===== config.mk =====
export PLATFORM = sky130hd
export DESIGN_NAME = length_prefix_deframer_top
export DESIGN_NICKNAME = d
export VERILOG_FILES = /design/src/rtl/core/ldf_pkg.sv /design/src/rtl/core/ldf_front.sv /design/src/rtl/core/ldf_queue.sv /design/src/rtl/core/ldf_back.sv /design/src/rtl/core/length_prefix_deframer_top.sv
export SDC_FILE = /design/constraint.sdc
export NUM_CORES = 2
export LEC_CHECK = 0
export ABC_AREA = 1
export BUFFER_PORTS_ARGS = -buffer_cell sky130_fd_sc_hd__buf_2
export CORE_UTILIZATION = 36
export CTS_BUF_LIST = sky130_fd_sc_hd__clkbuf_4
export CTS_CLUSTER_DIAMETER = 100
export CTS_CLUSTER_SIZE = 28
export DETAILED_ROUTE_END_ITERATION = 8
export PLACE_DENSITY = 0.5
export SLEW_MARGIN = 10
export SYNTH_ARGS = -nofsm -noshare
export SYNTH_HDL_FRONTEND = slang
export SYNTH_SLANG_ARGS = --single-unit
export TNS_END_PERCENT = 20

===== constraint.sdc =====
create_clock -name clock -period 5.3 [get_ports clock]
set_input_delay 1.06 -clock clock [delete_from_list [all_inputs] [get_ports clock]]
set_output_delay 1.06 -clock clock [all_outputs]
set_load 0.05 [all_outputs]

===== src/rtl/core/ldf_pkg.sv =====
// shared types, constants and codes of the length prefix deframer
package ldf_pkg;

   // number of channels and index width
   localparam int CHANNELS    = 16;
   localparam int CHAN_W      = (CHANNELS > 1) ? $clog2(CHANNELS) : 1;

   // closes reported by one tick at most
   localparam int MAX_RESULTS = 16;
   localparam int NRES_W      = $clog2(MAX_RESULTS + 1);

   // command queue between front and back
   localparam int QUEUE_DEPTH = 2;
   localparam int Q_PTR_W     = (QUEUE_DEPTH > 1) ? $clog2(QUEUE_DEPTH) : 1;
   localparam int Q_CNT_W     = $clog2(QUEUE_DEPTH + 1);

   // length prefix
   localparam int                  LEN_BYTES = 4;
   localparam int                  HCNT_W    = 2;
   localparam logic [HCNT_W-1:0]   HDR_LAST  = HCNT_W'(LEN_BYTES - 1);

   // register reset values
   localparam logic [15:0] MAX_LENGTH_RESET = 16'd10000;
   localparam logic [7:0]  IDLE_LIMIT_RESET = 8'd5;
   localparam logic [7:0]  IDLE_SAT         = 8'hFF;

   // result event codes
   localparam logic [2:0] EV_BYTE    = 3'd0;
   localparam logic [2:0] EV_EMPTY   = 3'd1;
   localparam logic [2:0] EV_IDLE    = 3'd2;
   localparam logic [2:0] EV_TOOLONG = 3'd3;
   localparam logic [2:0] EV_PEER    = 3'd4;

   // item function codes
   typedef enum logic [1:0] {
      OP_DATA = 2'd0,
      OP_TICK = 2'd1,
      OP_OPEN = 2'd2,
      OP_PEER = 2'd3
   } op_type;

   // register indexes
   typedef enum logic {
      CSR_MAX_LENGTH = 1'b0,
      CSR_IDLE_LIMIT = 1'b1
   } csr_index_type;

   // input transaction
   typedef struct packed {
      logic [1:0] func;
      logic [3:0] channel;
      logic [7:0] data_byte;
   } req_type;

   // result transaction
   typedef struct packed {
      logic [3:0] out_channel;
      logic [7:0] payload;
      logic       last;
      logic [2:0] event_res;
   } rsp_type;

   // configuration registers
   typedef struct packed {
      logic [15:0] max_length;
      logic [7:0]  idle_limit;
   } cfg_type;

   // classified command in the queue
   typedef struct packed {
      op_type            op;
      logic [CHAN_W-1:0] chan;
      logic [7:0]        data;
   } cmd_type;

   // queue status toward the front and back
   typedef struct packed {
      logic empty;
      logic full;
   } q_stat_type;

   // per-channel state
   typedef struct packed {
      logic              open;
      logic              hdr;
      logic [HCNT_W-1:0] hcnt;
      logic [31:0]       len;
      logic [15:0]       cnt;
      logic [7:0]        idle;
   } chan_state_type;

   localparam chan_state_type CHAN_RESET = '{
      open: 1'b0, hdr: 1'b1, hcnt: '0, len: '0, cnt: '0, idle: '0
   };

endpackage


===== src/rtl/core/ldf_front.sv =====
// front end: accepts items, drops out-of-range channels, queues commands
module ldf_front (
   input  ldf_pkg::req_type    req_data,
   input  logic                req_valid,
   output logic                req_stall,
   input  ldf_pkg::q_stat_type q_stat,
   output logic                push,
   output ldf_pkg::cmd_type    push_cmd
);
   import ldf_pkg::*;

   logic is_tick;
   logic in_range;

   // classify the transaction
   assign is_tick  = (op_type'(req_data.func) == OP_TICK);
   assign in_range = (32'(req_data.channel) < CHANNELS);

   // hold off while the queue is full
   assign req_stall = q_stat.full;
   assign push      = req_valid && !q_stat.full && (is_tick || in_range);

   // command for the back end
   assign push_cmd.op   = op_type'(req_data.func);
   assign push_cmd.chan = CHAN_W'(req_data.channel);
   assign push_cmd.data = req_data.data_byte;

endmodule


===== src/rtl/core/ldf_queue.sv =====
// short command queue between front and back end
module ldf_queue (
   input  logic                clock,
   input  logic                reset,
   input  logic                push,
   input  ldf_pkg::cmd_type    push_cmd,
   input  logic                pop,
   output ldf_pkg::cmd_type    head,
   output ldf_pkg::q_stat_type q_stat
);
   import ldf_pkg::*;

   cmd_type              q_ff [QUEUE_DEPTH];
   logic [Q_PTR_W-1:0]   wr_ptr_ff, wr_ptr_in;
   logic [Q_PTR_W-1:0]   rd_ptr_ff, rd_ptr_in;
   logic [Q_CNT_W-1:0]   count_ff, count_in;
   logic                 do_push;
   logic                 do_pop;

   assign q_stat.empty = (count_ff == '0);
   assign q_stat.full  = (count_ff == Q_CNT_W'(QUEUE_DEPTH));
   assign head         = q_ff[rd_ptr_ff];
   assign do_push      = push && !q_stat.full;
   assign do_pop       = pop && !q_stat.empty;

   // pointer and count update
   always_comb begin
      wr_ptr_in = wr_ptr_ff;
      rd_ptr_in = rd_ptr_ff;
      count_in  = count_ff;
      if (do_push) begin
         wr_ptr_in = (wr_ptr_ff == Q_PTR_W'(QUEUE_DEPTH - 1)) ? '0 : wr_ptr_ff + 1'b1;
      end
      if (do_pop) begin
         rd_ptr_in = (rd_ptr_ff == Q_PTR_W'(QUEUE_DEPTH - 1)) ? '0 : rd_ptr_ff + 1'b1;
      end
      if (do_push && !do_pop) begin
         count_in = count_ff + 1'b1;
      end else if (do_pop && !do_push) begin
         count_in = count_ff - 1'b1;
      end
   end

   always_ff @(posedge clock) begin
      if (reset) begin
         wr_ptr_ff <= '0;
         rd_ptr_ff <= '0;
         count_ff  <= '0;
      end else begin
         wr_ptr_ff <= wr_ptr_in;
         rd_ptr_ff <= rd_ptr_in;
         count_ff  <= count_in;
      end
   end

   // entry storage
   always_ff @(posedge clock) begin
      if (do_push) begin
         q_ff[wr_ptr_ff] <= push_cmd;
      end
   end

endmodule


===== src/rtl/core/ldf_back.sv =====
// back end: per-channel state, command execution, tick sweep, result register
module ldf_back (
   input  logic             clock,
   input  logic             reset,
   input  ldf_pkg::cfg_type cfg,
   input  ldf_pkg::cmd_type cmd,
   input  logic             cmd_valid,
   output logic             cmd_pop,
   output ldf_pkg::rsp_type rsp_data,
   output logic             rsp_valid,
   input  logic             rsp_stall
);
   import ldf_pkg::*;

   typedef enum logic [1:0] {
      ST_RUN   = 2'b01,
      ST_SWEEP = 2'b10
   } back_state_type;

   back_state_type    state_ff, state_in;
   chan_state_type    chan_ff [CHANNELS];
   logic [CHAN_W-1:0] idx_ff, idx_in;
   logic [NRES_W-1:0] nres_ff, nres_in;
   rsp_type           rsp_ff, rsp_in;
   logic              rsp_valid_ff, rsp_valid_in;

   logic              out_free;
   logic [CHAN_W-1:0] addr;
   chan_state_type    cur;
   chan_state_type    nxt;
   logic              wr;
   logic              emit;
   rsp_type           res;
   logic [31:0]       new_len;
   logic [15:0]       cnt1;
   logic [7:0]        idle_new;
   logic              mid;

   assign out_free = !rsp_valid_ff || !rsp_stall;
   assign addr     = (state_ff == ST_SWEEP) ? idx_ff : cmd.chan;
   assign cur      = chan_ff[addr];
   assign new_len  = {cur.len[23:0], cmd.data};
   assign cnt1     = cur.cnt + 16'd1;
   assign idle_new = (cur.idle == IDLE_SAT) ? cur.idle : cur.idle + 8'd1;
   assign mid      = !cur.hdr || (cur.hcnt != '0);

   // command execution and tick sweep
   always_comb begin
      state_in            = state_ff;
      idx_in              = idx_ff;
      nres_in             = nres_ff;
      nxt                 = cur;
      wr                  = 1'b0;
      emit                = 1'b0;
      cmd_pop             = 1'b0;
      res.out_channel     = 4'(addr);
      res.payload         = '0;
      res.last            = 1'b1;
      res.event_res       = EV_BYTE;
      case (state_ff)
         ST_RUN: begin
            if (cmd_valid && out_free) begin
               cmd_pop = 1'b1;
               case (cmd.op)
                  OP_TICK: begin
                     state_in = ST_SWEEP;
                     idx_in   = '0;
                     nres_in  = '0;
                  end
                  OP_OPEN: begin
                     nxt      = CHAN_RESET;
                     nxt.open = 1'b1;
                     wr       = 1'b1;
                  end
                  OP_PEER: begin
                     if (cur.open) begin
                        nxt           = CHAN_RESET;
                        wr            = 1'b1;
                        emit          = 1'b1;
                        res.event_res = EV_PEER;
                     end
                  end
                  OP_DATA: begin
                     if (cur.open) begin
                        wr       = 1'b1;
                        nxt.idle = '0;
                        if (cur.hdr) begin
                           // collect the big-endian length
                           nxt.len  = new_len;
                           nxt.hcnt = cur.hcnt + 1'b1;
                           if (cur.hcnt == HDR_LAST) begin
                              nxt.hcnt = '0;
                              nxt.cnt  = '0;
                              if (new_len > {16'b0, cfg.max_length}) begin
                                 nxt           = CHAN_RESET;
                                 emit          = 1'b1;
                                 res.event_res = EV_TOOLONG;
                              end else if (new_len == '0) begin
                                 emit          = 1'b1;
                                 res.event_res = EV_EMPTY;
                              end else begin
                                 nxt.hdr = 1'b0;
                              end
                           end
                        end else begin
                           // payload byte pass-through
                           emit          = 1'b1;
                           res.payload   = cmd.data;
                           res.event_res = EV_BYTE;
                           if ({16'b0, cnt1} >= cur.len) begin
                              res.last = 1'b1;
                              nxt.hdr  = 1'b1;
                              nxt.hcnt = '0;
                              nxt.len  = '0;
                              nxt.cnt  = '0;
                           end else begin
                              res.last = 1'b0;
                              nxt.cnt  = cnt1;
                           end
                        end
                     end
                  end
                  default: ;
               endcase
            end
         end
         ST_SWEEP: begin
            if (out_free) begin
               if (cur.open) begin
                  wr       = 1'b1;
                  nxt.idle = idle_new;
                  if (mid && (idle_new > cfg.idle_limit) &&
                      (nres_ff < NRES_W'(MAX_RESULTS))) begin
                     nxt           = CHAN_RESET;
                     emit          = 1'b1;
                     res.event_res = EV_IDLE;
                     nres_in       = nres_ff + 1'b1;
                  end
               end
               if (idx_ff == CHAN_W'(CHANNELS - 1)) begin
                  state_in = ST_RUN;
               end else begin
                  idx_in = idx_ff + 1'b1;
               end
            end
         end
         default: state_in = ST_RUN;
      endcase
   end

   // result register
   always_comb begin
      rsp_in = emit ? res : rsp_ff;
      if (emit) begin
         rsp_valid_in = 1'b1;
      end else if (!rsp_stall) begin
         rsp_valid_in = 1'b0;
      end else begin
         rsp_valid_in = rsp_valid_ff;
      end
   end

   always_ff @(posedge clock) begin
      if (reset) begin
         state_ff     <= ST_RUN;
         rsp_valid_ff <= 1'b0;
         for (int i = 0; i < CHANNELS; i++) begin
            chan_ff[i] <= CHAN_RESET;
         end
      end else begin
         state_ff     <= state_in;
         rsp_valid_ff <= rsp_valid_in;
         if (wr) begin
            chan_ff[addr] <= nxt;
         end
      end
   end

   // sweep position and result payload
   always_ff @(posedge clock) begin
      idx_ff  <= idx_in;
      nres_ff <= nres_in;
      rsp_ff  <= rsp_in;
   end

   assign rsp_data  = rsp_ff;
   assign rsp_valid = rsp_valid_ff;

endmodule


===== src/rtl/core/length_prefix_deframer_top.sv =====
// Length prefix deframer, top level. Each of 16 channels, once opened,
// collects a 4-byte big-endian length and then passes that many payload
// bytes through, flagging the final one; zero lengths, over-long lengths,
// peer closes and idle timeouts are reported as single-transaction events.
// A data, open or peer-close transaction is executed by the back end as
// it leaves the queue, so bytes flow at one per cycle while results are
// taken and no tick sweep runs. A tick is taken from the queue, then the
// back end walks the per-channel state one channel a cycle while results
// are taken, and the front keeps queuing behind it. A stalled result
// holds the back end; a two-entry command queue holds the front.
module length_prefix_deframer_top (
   input  logic             clock,
   input  logic             reset,
   input  ldf_pkg::req_type req_data,
   input  logic             req_valid,
   output logic             req_stall,
   output ldf_pkg::rsp_type rsp_data,
   output logic             rsp_valid,
   input  logic             rsp_stall,
   input  logic             csr_valid,
   output logic             csr_ready,
   input  logic             csr_index,
   input  logic [15:0]      csr_wdata
);
   import ldf_pkg::*;

   cfg_type    cfg_ff, cfg_in;
   q_stat_type q_stat;
   logic       push;
   cmd_type    push_cmd;
   cmd_type    head;
   logic       pop;

   // configuration registers
   assign csr_ready = 1'b1;

   always_comb begin
      cfg_in = cfg_ff;
      if (csr_valid) begin
         case (csr_index_type'(csr_index))
            CSR_MAX_LENGTH: cfg_in.max_length = csr_wdata;
            CSR_IDLE_LIMIT: cfg_in.idle_limit = csr_wdata[7:0];
            default: ;
         endcase
      end
   end

   always_ff @(posedge clock) begin
      if (reset) begin
         cfg_ff.max_length <= MAX_LENGTH_RESET;
         cfg_ff.idle_limit <= IDLE_LIMIT_RESET;
      end else begin
         cfg_ff <= cfg_in;
      end
   end

   ldf_front u_front (
      .req_data (req_data),
      .req_valid(req_valid),
      .req_stall(req_stall),
      .q_stat   (q_stat),
      .push     (push),
      .push_cmd (push_cmd)
   );

   ldf_queue u_queue (
      .clock   (clock),
      .reset   (reset),
      .push    (push),
      .push_cmd(push_cmd),
      .pop     (pop),
      .head    (head),
      .q_stat  (q_stat)
   );

   ldf_back u_back (
      .clock    (clock),
      .reset    (reset),
      .cfg      (cfg_ff),
      .cmd      (head),
      .cmd_valid(!q_stat.empty),
      .cmd_pop  (pop),
      .rsp_data (rsp_data),
      .rsp_valid(rsp_valid),
      .rsp_stall(rsp_stall)
   );

endmodule


# == Yosys cells after proc, flatten, opt, wreduce, memory -nomap -nowiden ==
# Memory sizes are Yosys's and may differ from the RTL's. A register that Yosys moved wholly into a read port is not among the register bits.
# Index checks and enable logic that the tools add are counted.
# word_totals
inputBits,36
ramBits,988
output_inout_bits,19
elab_cells,165
regBits,56
memories,2
# classes
n_reduce_logical,31
eq_ne,17
addsub,9
mux,84
n_lt_le_gt_ge,4
bitwise_logic,5
# memory_table
name,depth,word_bits,read_ports,rd_ports_with_merged_regs,wr,line_no,source
u_back.chan_ff,16,60,1,0,16,ldf_back.sv:21,chan_state_type chan_ff [CHANNELS];
u_queue.q_ff,2,14,1,1,1,ldf_queue.sv:13,cmd_type q_ff [QUEUE_DEPTH];
# op_table
op,n
$mux 60,7
$pmux 60 s3,1
$pmux 60 s2,1
$reduce_or 60->1,1
$mux 59,1
$mux 56,1
$mux 51,1
$mux 35,1
$ge 16x32->1,1
$gt 32x16->1,1
$logic_not 32->1,1
$mux 1,32
$mux 5,5
$mux 4,6
$mux 3,6
$add 16x1->16 const B,1
$mux 16,1
$mux 2,8
$mux 8,2
$mux 12,1
$pmux 3 s2,2
$eq 2x2->1 const B,5
$pmux 5 s2,1
$mux 9,1
28 further kinds,62

# == Logic depth before layout (Yosys ltp) ==
# An unclocked memory read counts as a cell.
# depth
word_depth,13
depth_mapped,44
mapped_depth_nobuf,38

# == By module ==
# Synthesis repeated with hierarchy kept, for this count alone.
# hier_totals
cells_unflattened,5625
area_unflattened_um2,53207.3
# by_module_without_submodules
mod,cells_each,n_inst,seq_area_each_um2,area_per_inst_um2
ldf_back,5394,1,29638.4,50873.8
ldf_queue,80,1,940.9,1262.5
length_prefix_deframer_top,134,1,480.5,948.4
ldf_front,17,1,0.0,122.6

# == Least setup slack after synthesis ==
# OpenSTA, ideal clock, no wires.
# synth_timing
kind,register to register
from,register u_back.state_ff[0]
to,"memory u_back.chan_ff[2][31] in the netlist's numbering, data pin"
setup_slack_ps,156
stages_incl_launch_ff,36
path_buffers,7
setup_time_ps,270
t_required_ps,5030
arrival_time_ps,4874
synth_period_minus_slack_ps,5144
path_cell_list,dfxtp_1 > inv_1 > ha_1 > inv_2 > or2_1 > buf_6 > nand2_8 > nand2_4 > inv_2 > buf_4 > buf_4 > buf_4 > a22oi_1 > nand2_1 > nand2_1 > nand4_2 > ha_1 > nand3_1 > inv_1 > nand2_1 > nand2_1 > and2_1 > ha_1 > a21oi_1 > o21ai_0 > nand2_1 > a221o_1 > a21oi_2 > nand3_1 > nand2_1 > nand2_1 > buf_6 > buf_6 > nand2_2 > buf_4 > a21oi_2
# synth_lines
item,line_no,source
start: declaration,ldf_back.sv:20,"back_state_type state_ff, state_in;"
start signal: assignment,ldf_back.sv:171,state_ff <= state_in;
end: declaration,ldf_back.sv:21,

==> tab_implementation.tex <==
\begin{tabular}{lr}
\hline
Metric & Value \\
\hline
\multicolumn{2}{l}{\textbf{Setup path}} \\
\quad Largest incremental delay on the critical path & 0.40 ns \\
\quad Element type at the critical path start & flip-flop \\
\quad Data arrival, critical path & 6.07 ns \\
\quad Category of the most critical setup path & reg2reg \\
\quad Critical Path Sink Type & flip-flop \\
\quad Most used cell along the critical path & nand2\_1 \\
\quad Endpoint required time on the critical path & 6.17 ns \\
\quad Critical-path maximum fanout & 50 \\
\quad CP max-delay cell & dfxtp\_2 \\
\quad Number of cells on the worst reg-to-reg path & 38 \\
\multicolumn{2}{l}{\textbf{Detailed routing}} \\
\quad Number of routed nets with antenna violations & 0 \\
\quad Detailed-route DRC error count & 0 \\
\quad Count of routing violations after the opening detailed-route iteration & 5465 \\
\quad Post-detailed-route wirelength per cell & 25.9 um \\
\quad Routed WL & 206000 um \\
\quad Via-to-Cell Ratio & 5.51 \\
\quad DRT Pass-1 Iters & 6 \\
\quad Via Count & 43845 \\
\multicolumn{2}{l}{\textbf{Finish}} \\
\quad Register Area & 31100 sq um \\
\quad Area added between synthesis and finish & 17.1\% \\
\quad Area of combinational cells with multiple inputs & 19500 sq um \\
\quad Number of non-filler instances in the completed layout & 7959 \\
\quad Count of filler cells inserted in the layout & 14369 \\
\quad Layout Nets & 6091 \\
\quad Share of final-layout standard cells stronger than drive strength 1 & 16.1\% \\
\quad Core utilization of the finished layout & 42.6\% \\
\multicolumn{2}{l}{\textbf{Placement}} \\
\quad Worst slack at placement & -0.666 ns \\
\quad Number of cells after detailed placement & 7789 \\
\quad Routability-driven placement congestion ratio & 0.944 \\
\quad Count of buffers inserted at the top-level ports & 53 \\
\quad Half-perimeter wire length of the detailed placement result & 117000 um \\
\multicolumn{2}{l}{\textbf{Synth}} \\
\quad Gate count after technology mapping & 5823 \\
\quad Yosys warns & 0 \\
\quad Post-synth top flop & edfxtp\_1 \\
\quad Async S/R FF share, synth & 0\% \\
\quad Post-Synthesis Mean Instance Area & 9.13 sq um \\
\quad Mapped cell area & 53200 sq um \\
\quad Part of the Yosys area used for sequential elements & 58.4\% \\
\quad Cell type with the largest total area after synthesis & edfxtp\_1 \\
\quad Post-Syn Nets & 5912 \\
\quad Distinct cell type count of the synthesized netlist & 53 \\
\quad Post-synthesis sequential element count & 1045 \\
\quad Synth top area share & 57.2\% \\
\quad EDFF count, synth & 1013 \\
\quad Top area cells in the synthesized netlist & edfxtp\_1 57\%, nand2\_1 13\%, a21oi\_1 7.2\% \\
\multicolumn{2}{l}{\textbf{Timing}} \\
\quad Hold violation count in the final report & 0 \\
\quad Number of setup violations in the final report & 0 \\
\quad Number of pins with negative max-slew slack in the final report & 0 \\
\quad Post-route worst hold slack & 0.0979 ns \\
\quad Slew HR & 36.0\% \\
\quad Worst Tran Pin Value & 0.959 ns \\
\quad Fmax & 0.192 GHz \\
\quad Time the worst path needs with I/O delays and setup & 5.21 ns \\
\quad Clock skew & 0.131 ns \\
\quad RSZ-0062 raised after global routing & true \\
\quad Final clock period utilization by the worst path & 98.2\% \\
\quad Setup slack after layout & 0.0939 ns \\
\multicolumn{2}{l}{\textbf{Flow run}} \\
\quad Maxcap violations & 0 \\
\multicolumn{2}{l}{\textbf{Min path}} \\
\quad Path type of the worst min-delay path & in2reg \\
\quad Hold Path Stages & 1 \\
\multicolumn{2}{l}{\textbf{Clock network}} \\
\quad Number of sinks handled by clock tree synthesis & 1045 \\
\quad Maximum buffer depth of the clock tree & 3 \\
\quad Skew-Pair Late Insertion Delay & 1.16 ns \\
\quad CTS tree & done \\
\quad Number of clock buffers inserted by TritonCTS & 49 \\
\quad Clock-pin transition on the worst setup and hold timing paths & 0.27 ns \\
\quad CTS root buffer & clkbuf\_4 \\
\quad Number of levels in the clock H-tree & 2 \\
\multicolumn{2}{l}{\textbf{Floorplanning}} \\
\quad Die height & 386 um \\
\quad IO Pins & 55 \\
\quad Row count & 140 \\
\quad Area enclosed by the die boundary & 149000 sq um \\
\quad Core region area & 146000 sq um \\
\quad Die X & 386 um \\
\quad Initial cell density of the core & 36.4\% \\
\multicolumn{2}{l}{\textbf{Power and ir drop}} \\
\quad Pwr/cell area & 583 nW/um\^{}2 \\
\quad Worst voltage drop across the vdd grid & 0.000411 V \\
\quad Post-layout total power & 36.3 mW \\
\quad Leakage power & 25.6 nW \\
\multicolumn{2}{l}{\textbf{GRT}} \\
\quad Number of global-route vias before repair & 41123 \\
\quad Wire length of the first global-routing pass & 291000 um \\
\quad Antenna violations before repair & 8 \\
\quad Pin count of the biggest net entering global routing & 76 \\
\quad Overall overflow remaining after global route & 0 \\
\quad Total routing usage reported by global routing & 26.7\% \\
\multicolumn{2}{l}{\textbf{Status}} \\
\quad Run status & finished, final reports clean \\
\hline
\end{tabular}
-- metal layers --
layer	track usage (%)	part of all wire (%)	vias up
met5	0	0.015	-
met4	6.50	2.6	4
met3	2.77	7.8	287
li1	-	-	19879
met1	37.7	43	21736
met2	43.9	47	1939
-- repair_timing --
action	in CTS	in global routing
gates resized for setup	53	232
buffers inserted	13	36
pin swaps	9	88
hold buffers	4	0
setup endpoints to repair	984	982
endpoints found under the hold margin	8	0
gates cloned	6	22
-- worst paths after layout --
kind	start	end	slack, ns
worst max register to register	u_back.state_ff[0]	u_back.chan_ff[12][12]	0.09
worst min-delay path	req_data[5]	u_queue.q_ff[1][5]	0.1
worst max-delay path	u_back.state_ff[0]	u_back.chan_ff[12][12]	0.09
worst min register to register	cfg_ff[3]	cfg_ff[3]	0.48
-- cells in the final DEF (no fill, tap or decap), types with 42 or more instances in the layout --
master / instances
buf_4: 259
a21oi_1: 760
ha_1: 44
nand2_4: 42
nor2_1: 473
nand2_2: 69
o21ai_0: 200
buf_2: 53
inv_1: 343
nand3b_1: 46
edfxtp_1: 1013
o21ai_1: 48
nand3_1: 163
nand2_1: 1776
clkbuf_4: 63
a22oi_1: 89
buf_12: 174
-- synthesized netlist by cell type, types with 37 or more instances --
master and count:
a21oi_1 765, nor2_1 510, nand3b_1 46, o21ai_1 48, nand2_2 37, nand3_1 172, edfxtp_1 1013, o21ai_0 205
a22oi_1 104, nand2_1 1850, ha_1 53, buf_4 51, clkbuf_1 175, buf_2 148, inv_1 361
-- per-stage QoR --
stage | instance area, sq um | TNS [ns]
2_1_floorplan | 53200 | 0
3_3_place_gp | 59200 | -447.34
3_5_place_dp | 59200 | -442.89
4_1_cts | 60500 | -0.0385
5_1_grt | 62200 | -2.99
6_report | 62200 | 0
-- sequential cells by signal, indices dropped and copies added (netlist names), named ones only --
register and cells:
u_back.idx_ff 4, u_queue.wr_ptr_ff 1, u_back.nres_ff 5, u_back.rsp_data 16, u_queue.q_ff 28, u_queue.rd_ptr_ff 1, u_back.rsp_valid 1, u_queue.count_ff 2
u_back.chan_ff 960, cfg_ff 24, u_back.state_ff 2
-- cell families (layout without fill, tap and decap cells) --
| logic type | after synthesis | count (layout) | share of synthesized area [%] |
|---|---|---|---|
| buffers and inverters | 806 | 1017 | 6.90 |
| other | 1 | 8 | 0.00705 |
| AND/OR/NAND/NOR | 2713 | 2714 | 20.7 |
| XOR/XNOR | 11 | 11 | 0.181 |
| AO/OA/AOI/OAI | 1194 | 1194 | 12.6 |
| adder cells (fa/ha/maj) | 53 | 53 | 1.25 |
| flip-flops | 1045 | 1045 | 58.4 |
-- power by group --
part / internal, mW / switching [mW]
clock: 0.735 / 2.74
combinational: 8.33 / 14.8
sequential: 9.52 / 0.143
total: 18.6 / 17.7
-- final cells by class --
class,count,area share (%)
repair buffers,557,11.3
well taps,1917,3.85
diodes,7,0.0281
clock inverters,21,0.446
inverters,376,2.35
multi-input cells,3973,31.3
clock buffers,63,0.760
flip-flops and latches,1045,49.9
-- critical path, delay by kind of cell, from the launching register on --
family | cells | cell delay [ns]
and+or+nand+nor | 22 | 1.85
buffers and inverters | 11 | 1.61
DFF | 1 | 0.40
xor gates and xnor gates | 1 | 0.17
AOI/OAI and AO/OA | 2 | 0.36
adders and majority gates | 2 | 0.47
No activity file was read; power rests on OpenSTA's default activity.
